### src/design/salc_pkg.sv
// ----------------------------------------------------------------------------
// salc_pkg
// Shared types and constants of the set-associative LRU cache controller.
// ----------------------------------------------------------------------------
package salc_pkg;

    localparam int ADDR_W = 32;
    localparam int BLK_W  = 28;
    localparam int TOT_W  = 10;
    localparam int WBC_W  = 9;
    localparam int WAY_W  = 3;

    // register indexes on the configuration port
    localparam int REG_FIRST = 0;
    localparam int REG_NEXT  = 1;

    localparam logic KIND_READ  = 1'b0;
    localparam logic KIND_WRITE = 1'b1;

    // one sub-access as it travels from front to back
    typedef struct packed {
        logic              is_write;
        logic [ADDR_W-1:0] addr;
        logic              last;
    } t_sub;

endpackage

### src/design/salc_ram.sv
// ----------------------------------------------------------------------------
// salc_ram
// Generic simple dual-port RAM (one write port, one read port) with registered read.
// ----------------------------------------------------------------------------
module salc_ram #(
    parameter int WIDTH = 8,
    parameter int DEPTH = 16
) (
    input  logic                     i_clk,
    input  logic                     i_we,
    input  logic [$clog2(DEPTH)-1:0] i_waddr,
    input  logic [WIDTH-1:0]         i_wdata,
    input  logic [$clog2(DEPTH)-1:0] i_raddr,
    output logic [WIDTH-1:0]         o_rdata
);
    logic [WIDTH-1:0] r_mem [DEPTH];

    always_ff @(posedge i_clk) begin
        if (i_we) begin
            r_mem[i_waddr] <= i_wdata;
        end
        o_rdata <= r_mem[i_raddr];
    end
endmodule

### src/design/salc_front.sv
// ----------------------------------------------------------------------------
// salc_front
// Accepts items and splits a block-crossing word into byte sub-accesses,
// one per cycle into the queue while the queue is not full.
// ----------------------------------------------------------------------------
module salc_front #(
    parameter int BLOCK_BYTES = 16
) (
    input  logic           i_clk,
    input  logic           i_rst_n,
    input  logic           i_valid,
    output logic           o_stall,
    input  logic           i_kind,
    input  logic [31:0]    i_address,
    input  logic           i_access_size,
    output logic           o_sub_valid,
    input  logic           i_sub_stall,
    output salc_pkg::t_sub o_sub
);
    import salc_pkg::*;

    localparam int OFF_W = $clog2(BLOCK_BYTES);

    logic              r_busy;
    logic              r_write;
    logic [ADDR_W-1:0] r_addr;
    logic [1:0]        r_step;
    logic [1:0]        r_count;   // sub-accesses minus one
    logic [OFF_W:0]    w_off_end;
    logic              w_cross;
    logic              w_fire;

    // word crosses the block when offset + 4 exceeds the block size
    assign w_off_end = {1'b0, i_address[OFF_W-1:0]} + (OFF_W+1)'(4);
    assign w_cross   = i_access_size && (w_off_end > (OFF_W+1)'(BLOCK_BYTES));

    assign o_stall     = r_busy;
    assign o_sub_valid = r_busy;
    assign w_fire      = r_busy && !i_sub_stall;

    // reads touch first and last byte, writes all four
    always_comb begin
        o_sub.is_write = r_write;
        o_sub.last     = (r_step == r_count);
        if (!r_write && r_step != 2'd0) begin
            o_sub.addr = r_addr + ADDR_W'(3);
        end else begin
            o_sub.addr = r_addr + ADDR_W'(r_step);
        end
    end

    always_ff @(posedge i_clk) begin
        if (!i_rst_n) begin
            r_busy <= 1'b0;
            r_step <= '0;
        end else if (!r_busy && i_valid) begin
            r_busy  <= 1'b1;
            r_step  <= '0;
            r_write <= i_kind;
            r_addr  <= i_address;
            r_count <= !w_cross ? 2'd0 : (i_kind == KIND_WRITE ? 2'd3 : 2'd1);
        end else if (w_fire) begin
            if (r_step == r_count) begin
                r_busy <= 1'b0;
            end
            r_step <= r_step + 2'd1;
        end
    end
endmodule

### src/design/salc_queue.sv
// ----------------------------------------------------------------------------
// salc_queue
// Two-entry queue that decouples the front splitter from the tag engine.
// ----------------------------------------------------------------------------
module salc_queue (
    input  logic           i_clk,
    input  logic           i_rst_n,
    input  logic           i_valid,
    output logic           o_stall,
    input  salc_pkg::t_sub i_data,
    output logic           o_valid,
    input  logic           i_stall,
    output salc_pkg::t_sub o_data
);
    import salc_pkg::*;

    t_sub       r_mem [2];
    logic       r_wp;
    logic       r_rp;
    logic [1:0] r_cnt;
    logic       w_push;
    logic       w_pop;

    assign o_stall = (r_cnt == 2'd2);
    assign o_valid = (r_cnt != 2'd0);
    assign o_data  = r_mem[r_rp];
    assign w_push  = i_valid && !o_stall;
    assign w_pop   = o_valid && !i_stall;

    always_ff @(posedge i_clk) begin
        if (w_push) begin
            r_mem[r_wp] <= i_data;
        end
        if (!i_rst_n) begin
            r_wp  <= 1'b0;
            r_rp  <= 1'b0;
            r_cnt <= '0;
        end else begin
            if (w_push) r_wp <= ~r_wp;
            if (w_pop)  r_rp <= ~r_rp;
            r_cnt <= r_cnt + 2'(w_push) - 2'(w_pop);
        end
    end
endmodule

### src/design/salc_back.sv
// ----------------------------------------------------------------------------
// salc_back
// Tag engine: reads one set, resolves hit or victim, writes the set back
// with LRU update and presents the result in an output register.
// ----------------------------------------------------------------------------
module salc_back #(
    parameter int BLOCK_BYTES = 16,
    parameter int NUM_SETS    = 16,
    parameter int NUM_WAYS    = 2
) (
    input  logic                   i_clk,
    input  logic                   i_rst_n,
    input  logic [7:0]             i_first,
    input  logic [3:0]             i_next,
    input  logic                   i_sub_valid,
    output logic                   o_sub_stall,
    input  salc_pkg::t_sub         i_sub,
    output logic                   o_valid,
    input  logic                   i_stall,
    output logic                   o_hit,
    output logic [9:0]             o_total_cycles,
    output logic                   o_did_writeback,
    output logic [8:0]             o_writeback_cycles,
    output logic [27:0]            o_victim_block,
    output logic [27:0]            o_refill_block,
    output logic [2:0]             o_way_used,
    output logic                   o_last
);
    import salc_pkg::*;

    localparam int OFF_W  = $clog2(BLOCK_BYTES);
    localparam int SET_W  = (NUM_SETS > 1) ? $clog2(NUM_SETS) : 1;
    localparam int SETB   = $clog2(NUM_SETS);
    localparam int TAG_W  = ADDR_W - OFF_W - SETB;
    localparam int RANK_W = (NUM_WAYS > 1) ? $clog2(NUM_WAYS) : 1;
    localparam int WIDX_W = (NUM_WAYS > 1) ? $clog2(NUM_WAYS) : 1;
    localparam int EXTRA  = BLOCK_BYTES / 4 - 1;

    // engine states
    localparam logic [1:0] ST_IDLE = 2'd0;
    localparam logic [1:0] ST_READ = 2'd1;
    localparam logic [1:0] ST_EVAL = 2'd2;
    localparam logic [1:0] ST_OUT  = 2'd3;

    logic [1:0] r_state;
    t_sub       r_sub;

    // per-way state in flip-flops (valid, dirty, rank reset), tags in RAM
    logic [NUM_WAYS-1:0]   r_valid [NUM_SETS];
    logic [NUM_WAYS-1:0]   r_dirty [NUM_SETS];
    logic [RANK_W-1:0]     r_rank  [NUM_SETS][NUM_WAYS];
    logic [TAG_W-1:0]      w_tag_rd [NUM_WAYS];
    logic [NUM_WAYS-1:0]   w_tag_we;

    logic [OFF_W+SETB+TAG_W-1:0] w_blk_full;
    logic [SET_W-1:0]  w_set;
    logic [TAG_W-1:0]  w_tag;
    logic [SET_W-1:0]  r_set;
    logic [TAG_W-1:0]  r_tag;

    assign w_set = (NUM_SETS > 1) ? SET_W'(i_sub.addr >> OFF_W) : '0;
    assign r_tag = TAG_W'(r_sub.addr >> (OFF_W + SETB));
    assign w_tag = r_tag;
    assign w_blk_full = '0;

    always_comb begin
        r_set = (NUM_SETS > 1) ? SET_W'(r_sub.addr >> OFF_W) : '0;
    end

    // tag memories, one per way; the read follows the held sub-access once popped
    for (genvar g = 0; g < NUM_WAYS; g++) begin : g_tag
        salc_ram #(.WIDTH(TAG_W), .DEPTH(NUM_SETS > 1 ? NUM_SETS : 2)) u_tag (
            .i_clk  (i_clk),
            .i_we   (w_tag_we[g]),
            .i_waddr(($clog2(NUM_SETS > 1 ? NUM_SETS : 2))'(r_set)),
            .i_wdata(w_tag),
            .i_raddr(($clog2(NUM_SETS > 1 ? NUM_SETS : 2))'(
                         (r_state == ST_IDLE) ? w_set : r_set)),
            .o_rdata(w_tag_rd[g])
        );
    end

    // hit / victim resolution
    logic                found;
    logic [WIDX_W-1:0]   way;
    logic                pick;
    logic [RANK_W-1:0]   worst;
    logic [RANK_W-1:0]   w_r;
    logic                wb;
    logic [15:0]         xfer;
    logic [16:0]         total;
    logic [31:0]         blk;
    logic [31:0]         vblk;

    always_comb begin
        found = 1'b0;
        way   = '0;
        for (int w = NUM_WAYS - 1; w >= 0; w--) begin
            if (r_valid[r_set][w] && w_tag_rd[w] == r_tag) begin
                found = 1'b1;
                way   = WIDX_W'(w);
            end
        end
        pick = 1'b0;
        if (!found) begin
            for (int w = NUM_WAYS - 1; w >= 0; w--) begin
                if (!r_valid[r_set][w]) begin
                    pick = 1'b1;
                    way  = WIDX_W'(w);
                end
            end
            if (!pick) begin
                worst = '0;
                for (int w = 0; w < NUM_WAYS; w++) begin
                    if (w == 0 || r_rank[r_set][w] > worst) begin
                        worst = r_rank[r_set][w];
                        way   = WIDX_W'(w);
                    end
                end
            end
        end
        worst = r_rank[r_set][way];
        w_r   = worst;
        wb    = !found && r_valid[r_set][way] && r_dirty[r_set][way];
        xfer  = 16'(i_first) + 16'(i_next) * 16'(EXTRA);
        total = 17'd1 + 17'(xfer) + (wb ? 17'(xfer) : 17'd0);
        blk   = r_sub.addr >> OFF_W;
        vblk  = (32'(w_tag_rd[way]) << SETB) | 32'(r_set);
    end

    assign w_tag_we = (r_state == ST_EVAL && !found)
                      ? (NUM_WAYS'(1) << way) : '0;

    assign o_sub_stall = (r_state != ST_IDLE);
    assign o_valid     = (r_state == ST_OUT);

    always_ff @(posedge i_clk) begin
        if (!i_rst_n) begin
            r_state <= ST_IDLE;
            for (int s = 0; s < NUM_SETS; s++) begin
                r_valid[s] <= '0;
                r_dirty[s] <= '0;
                for (int w = 0; w < NUM_WAYS; w++) begin
                    r_rank[s][w] <= RANK_W'(w);
                end
            end
        end else begin
            unique case (r_state)
                ST_IDLE: begin
                    if (i_sub_valid) begin
                        r_sub   <= i_sub;
                        r_state <= ST_READ;
                    end
                end
                ST_READ: r_state <= ST_EVAL;
                ST_EVAL: begin
                    // set update and result capture
                    for (int w = 0; w < NUM_WAYS; w++) begin
                        if (r_rank[r_set][w] < w_r) begin
                            r_rank[r_set][w] <= r_rank[r_set][w] + RANK_W'(1);
                        end
                    end
                    r_rank[r_set][way] <= '0;
                    r_valid[r_set][way] <= 1'b1;
                    if (found) begin
                        if (r_sub.is_write == KIND_WRITE) r_dirty[r_set][way] <= 1'b1;
                    end else begin
                        r_dirty[r_set][way] <= r_sub.is_write;
                    end
                    o_hit              <= found;
                    o_total_cycles     <= found ? 10'd1
                                          : (total > 17'd1023 ? 10'd1023 : total[9:0]);
                    o_did_writeback    <= wb;
                    o_writeback_cycles <= !wb ? 9'd0
                                          : (xfer > 16'd511 ? 9'd511 : xfer[8:0]);
                    o_victim_block     <= wb ? vblk[27:0] : 28'd0;
                    o_refill_block     <= found ? 28'd0 : blk[27:0];
                    o_way_used         <= WAY_W'(way);
                    o_last             <= r_sub.last;
                    r_state            <= ST_OUT;
                end
                ST_OUT: begin
                    if (!i_stall) r_state <= ST_IDLE;
                end
                default: r_state <= ST_IDLE;
            endcase
        end
    end

    logic unused;
    assign unused = ^w_blk_full;
endmodule

### src/design/set_assoc_lru_cache_controller.sv
// ----------------------------------------------------------------------------
// set_assoc_lru_cache_controller
// Tag, state and timing engine of a write-back set-associative LRU cache.
// ----------------------------------------------------------------------------
// Each sub-access passes through the tag engine in order: queue pop, tag
// RAM read, evaluate and set update, result beat. The engine takes no new
// sub-access until the result beat of the last one is taken; its single
// set read-modify-write bounds the rate. The front splitter feeds a
// two-entry queue so it keeps working while a result beat waits. Valid and
// dirty are flip-flops cleared by reset, LRU ranks flip-flops reset to the
// way index; tags sit in one RAM per way and need no clearing pass.
module set_assoc_lru_cache_controller #(
    parameter int BLOCK_BYTES = 16,
    parameter int NUM_SETS    = 16,
    parameter int NUM_WAYS    = 2
) (
    input  logic        i_clk,
    input  logic        i_rst_n,
    input  logic        psel,
    input  logic        penable,
    input  logic        pwrite,
    input  logic [2:0]  paddr,
    input  logic [31:0] pwdata,
    output logic [31:0] prdata,
    output logic        pready,
    input  logic        i_valid,
    output logic        o_stall,
    input  logic        i_kind,
    input  logic [31:0] i_address,
    input  logic        i_access_size,
    output logic        o_valid,
    input  logic        i_stall,
    output logic        o_hit,
    output logic [9:0]  o_total_cycles,
    output logic        o_did_writeback,
    output logic [8:0]  o_writeback_cycles,
    output logic [27:0] o_victim_block,
    output logic [27:0] o_refill_block,
    output logic [2:0]  o_way_used,
    output logic        o_last
);
    import salc_pkg::*;

    logic [7:0] r_first;
    logic [3:0] r_next;
    logic       w_wr;

    // configuration registers
    assign pready = 1'b1;
    assign w_wr   = psel && penable && pwrite;
    always_ff @(posedge i_clk) begin
        if (!i_rst_n) begin
            r_first <= 8'd8;
            r_next  <= 4'd2;
        end else if (w_wr) begin
            if (paddr[2] == 1'(REG_FIRST)) r_first <= pwdata[7:0];
            else                           r_next  <= pwdata[3:0];
        end
    end
    always_comb begin
        prdata = (paddr[2] == 1'(REG_NEXT)) ? {28'd0, r_next} : {24'd0, r_first};
    end

    t_sub f_sub, q_sub;
    logic f_valid, f_stall, q_valid, q_stall;

    salc_front #(.BLOCK_BYTES(BLOCK_BYTES)) u_front (
        .i_clk, .i_rst_n, .i_valid, .o_stall, .i_kind, .i_address, .i_access_size,
        .o_sub_valid(f_valid), .i_sub_stall(f_stall), .o_sub(f_sub)
    );

    salc_queue u_queue (
        .i_clk, .i_rst_n, .i_valid(f_valid), .o_stall(f_stall), .i_data(f_sub),
        .o_valid(q_valid), .i_stall(q_stall), .o_data(q_sub)
    );

    salc_back #(.BLOCK_BYTES(BLOCK_BYTES), .NUM_SETS(NUM_SETS),
                .NUM_WAYS(NUM_WAYS)) u_back (
        .i_clk, .i_rst_n, .i_first(r_first), .i_next(r_next),
        .i_sub_valid(q_valid), .o_sub_stall(q_stall), .i_sub(q_sub),
        .o_valid, .i_stall, .o_hit, .o_total_cycles, .o_did_writeback,
        .o_writeback_cycles, .o_victim_block, .o_refill_block, .o_way_used, .o_last
    );

    // a hit never reports a writeback
    a_hit_no_wb: assert property (@(posedge i_clk) disable iff (!i_rst_n)
        o_valid && o_hit |-> !o_did_writeback) else $error("hit with writeback");
    // a hit reports the hit cost on o_total_cycles
    a_hit_cost: assert property (@(posedge i_clk) disable iff (!i_rst_n)
        o_valid && o_hit |-> o_total_cycles == 10'd1) else $error("hit cost");
    // way stays in range
    a_way: assert property (@(posedge i_clk) disable iff (!i_rst_n)
        o_valid |-> 32'(o_way_used) < NUM_WAYS) else $error("way range");
endmodule
### config.mk
export PLATFORM = sky130hd
export DESIGN_NAME = set_assoc_lru_cache_controller
export DESIGN_NICKNAME = d
export VERILOG_FILES = /design/src/design/salc_pkg.sv /design/src/design/salc_ram.sv /design/src/design/salc_front.sv /design/src/design/salc_queue.sv /design/src/design/salc_back.sv /design/src/design/set_assoc_lru_cache_controller.sv
export SDC_FILE = /design/constraint.sdc
export NUM_CORES = 2
export LEC_CHECK = 0
export ABC_AREA = 1
export BUFFER_PORTS_ARGS = -buffer_cell sky130_fd_sc_hd__buf_2
export CAP_MARGIN = 20
export CORE_ASPECT_RATIO = 1.25
export CORE_MARGIN = 2
export CORE_UTILIZATION = 35
export CTS_CLUSTER_DIAMETER = 40
export DETAILED_ROUTE_END_ITERATION = 12
export GPL_ROUTABILITY_DRIVEN = 0
export PLACE_DENSITY = 0.54
export RECOVER_POWER = 50
export SETUP_SLACK_MARGIN = 0.2
export SYNTH_ARGS = -nofsm -noshare
export SYNTH_HDL_FRONTEND = slang
export SYNTH_HIERARCHICAL = 1
export SYNTH_SLANG_ARGS = --single-unit
### constraint.sdc
create_clock -name i_clk -period 3.5 [get_ports i_clk]
set_input_delay 0.175 -clock i_clk [delete_from_list [all_inputs] [get_ports i_clk]]
set_output_delay 0.175 -clock i_clk [all_outputs]
set_load 0.05 [all_outputs]
==> reports/metrics.yaml <==
cts_tree: "yes"
rows: 155
die_width_um: 342.4
power_switching_w: 0.01764
slew_violations: 256
cts-buffers-inserted: 148
cts-root-buf: "clkbuf_16"
hold_viol_final: 0
tns_ns: 0
hold_path.class: "input pin to register"
drtIter0Drc: 2797
tightest_slew_ns: 1.803
grt_usage: 0.1865
syn_avg_cell_area_um2: 10.10
synthesis.area_mm2: 0.05009
port_buffers: 138
pre_cts_slack_ns: 0.03733
ios: 192
p_leak_nw: 24.58
endpoint_kind: "register"
cp.required_ns: 3.94
dieArea_mm2: 0.1462
first_pass_iters: 5
area_growth_pct: 18.93
grt_pass1_vias: 32998
fmax_ghz: 0.3181
crit_arrival_ns: 3.59
clock_skew_ns: 0.02983
fin_nets: 5381
clock-sinks: 1142
period_share: 0.8982
initial_core_util: 0.3519
drc: 0
timing.final.ws_setup_ns: 0.3562
dp_hpwl_um: 83470
clockBufferDepth: 3
cap_violations: 8
htree_num_levels: 4
fillers: 13590
cp_max_fo: 24
drt-total-wl_um: 137300
p_per_area_mw_per_mm2: 794.4
grt_overflow: 0
grt_max_degree: 129
clkPwrFrac: 0.326
max_stage_delay_ns: 0.38
critPathKind: "register to register"
crit_path_start_kind: "register"
grt_pass1_wl_um: 204500
avgViaCountPerCell: 4.740
synth_cells: 4958
place_area_mm2: 0.05417
finalSetupViolations: 0
ff2ff_setup_slack_ns: 0.36
slew_headroom: -0.2023
slowest_stage: "dfxtp_1"
drive_above_1_share: 0.09908
p_seq_frac: 0.354
failed_checks: "max-capacitance violations, max-slew violations"
combPwrFrac: 0.320
cp_cell_sequence: "buf_4 -> a21oi_1 -> o21ai_1 -> nand3_1 -> nand3_1 -> nand2_2 -> nand4_4 -> nand2_2 -> inv_2 -> nand2_1 -> nor2_1 -> nand3b_1 -> buf_4 -> nor2_4 -> buf_12"
ant_nets: 0
die_h_um: 427.0
dr_total_vias: 34586
status: "complete, but fails checks"
antenna_found_initial: 7
p_int_w: 0.02969
period_needed_ns: 3.144
clkTransAtPathRegs_ns: 0.06
coreArea_mm2: 0.1423
insertion_delay_ns: 0.78
netSwitchingFraction: 0.3727
synth-warning-count: 6
vdd.ir_drop.worst_mv: 0.7265
final_cell_area_mm2: 0.05957
grt_setup_unrepaired: "yes"
wire_per_inst_um: 18.81
==> routing by layer <==
layer  wire (µm)  GRT usage  up-vias
met2       66250     0.3124      928
met5           0          0        -
met3        6669    0.02772      215
met4        3887    0.05826        0
met1       60450     0.2489    16761
li1            -          -    16682
==> cell usage in the layout (no fill, tap or decap), drive strengths merged <==
cell and n:
nand3b 12, bufinv 14, fa 5, nand2 1524
conb 27, o22ai 12, a211oi 1, nor3 17
xor2 21, dfxtp 107, clkinv 57, xnor2 7
mux2 30, and2 1, clkbuf 306, o31ai 2
a31oi 1, ha 16, o21ai 96, a21oi 46
dlygate4sd3 67, nand3 684, nor2 280, clkinvlp 18
nor3b 1, nand4 4, o211ai 7, diode 2
buf 197, inv 813, or2 1, o21bai 1
edfxtp 1035
==> flip-flops by register name, summed over array words and instances, names as in the netlist, 2 cells and up, named ones only <==
signal / flops
r_next: 4
u_front/r_count: 2
u_back/o_victim_block: 28
u_back/g_tag.u_tag/r_mem: 768
u_back/r_sub: 2
u_back/r_rank: 32
u_queue/r_mem: 60
u_back/o_total_cycles: 10
u_back/r_valid: 32
u_back/g_tag.u_tag/o_rdata: 48
u_back/o_refill_block: 28
u_back/r_state: 2
u_queue/r_cnt: 2
u_back/o_writeback_cycles: 9
u_front/r_step: 2
r_first: 8
u_back/r_dirty: 32
u_back/blk: 28
u_front/r_addr: 32
==> critical path, delay by kind of cell, from the launching register on <==
kind / cells / cell delay (ns)
buf+inv: 4 / 0.98
flops: 1 / 0.38
simple gates: 9 / 1.26
compound gates: 2 / 0.16
==> area by class of cell <==
type | count | area, µm² | area share
Multi-Input combinational cell | 2796 | 12670 | 0.2127
Antenna cell | 2 | 5.005 | 0.00008401
Tap cell | 1884 | 2357 | 0.03957
Inverter | 800 | 3022 | 0.05072
Sequential cell | 1142 | 33220 | 0.5577
Clock buffer | 174 | 3970 | 0.06664
Clock inverter | 102 | 1111 | 0.01865
Timing Repair Buffer | 396 | 3213 | 0.05394
==> power by group through the flow <==
stage / Clock [W] / Sequential [W] / Combinational, W
final: 0.0154 / 0.0167 / 0.0151
after floorplan: 0 / 0.0174 / 0.00950
after detailed placement: 0 / 0.0170 / 0.0154
after global routing: 0.0162 / 0.0168 / 0.0167
after CTS: 0.0157 / 0.0167 / 0.0155
after global placement: 0 / 0.0170 / 0.0153
==> timing repair <==
| item | in CTS | in global routing |
|---|---|---|
| gates cloned | 0 | 0 |
| pin swaps | 0 | 4 |
| setup buffers | 0 | 5 |
| hold buffers | 67 | 0 |
| setup endpoints to repair | 431 | 603 |
| hold endpoints to repair | 81 | 0 |
| gates resized for setup | 2 | 8 |
==> path summary, 6_finish.rpt <==
path         cells past startpoint                                end             from
max                             15  u_back/g_tag[1].u_tag/r_mem[7][0]         register
min                              4                   u_queue/r_cnt[0]          i_rst_n
min reg2reg                      0                      u_back/o_last  u_back/r_sub[0]
max reg2reg                     15  u_back/g_tag[1].u_tag/r_mem[7][0]         register
==> metrics by stage <==
stage / cells / utilization / total power (W) / hold WS, ns
after global routing: 7295 / 0.4185 / 0.04973 / 0.07199
final: 7296 / 0.4185 / 0.04732 / 0.07717
after global placement: 6946 / 0.3805 / 0.03229 / 0.3540
after detailed placement: 6946 / 0.3805 / 0.03236 / 0.3531
after floorplan: 4982 / - / 0.02686 / 0.2685
after CTS: 7289 / 0.4210 / 0.04789 / 0.04025
No activity file was read; power rests on OpenSTA's default activity.
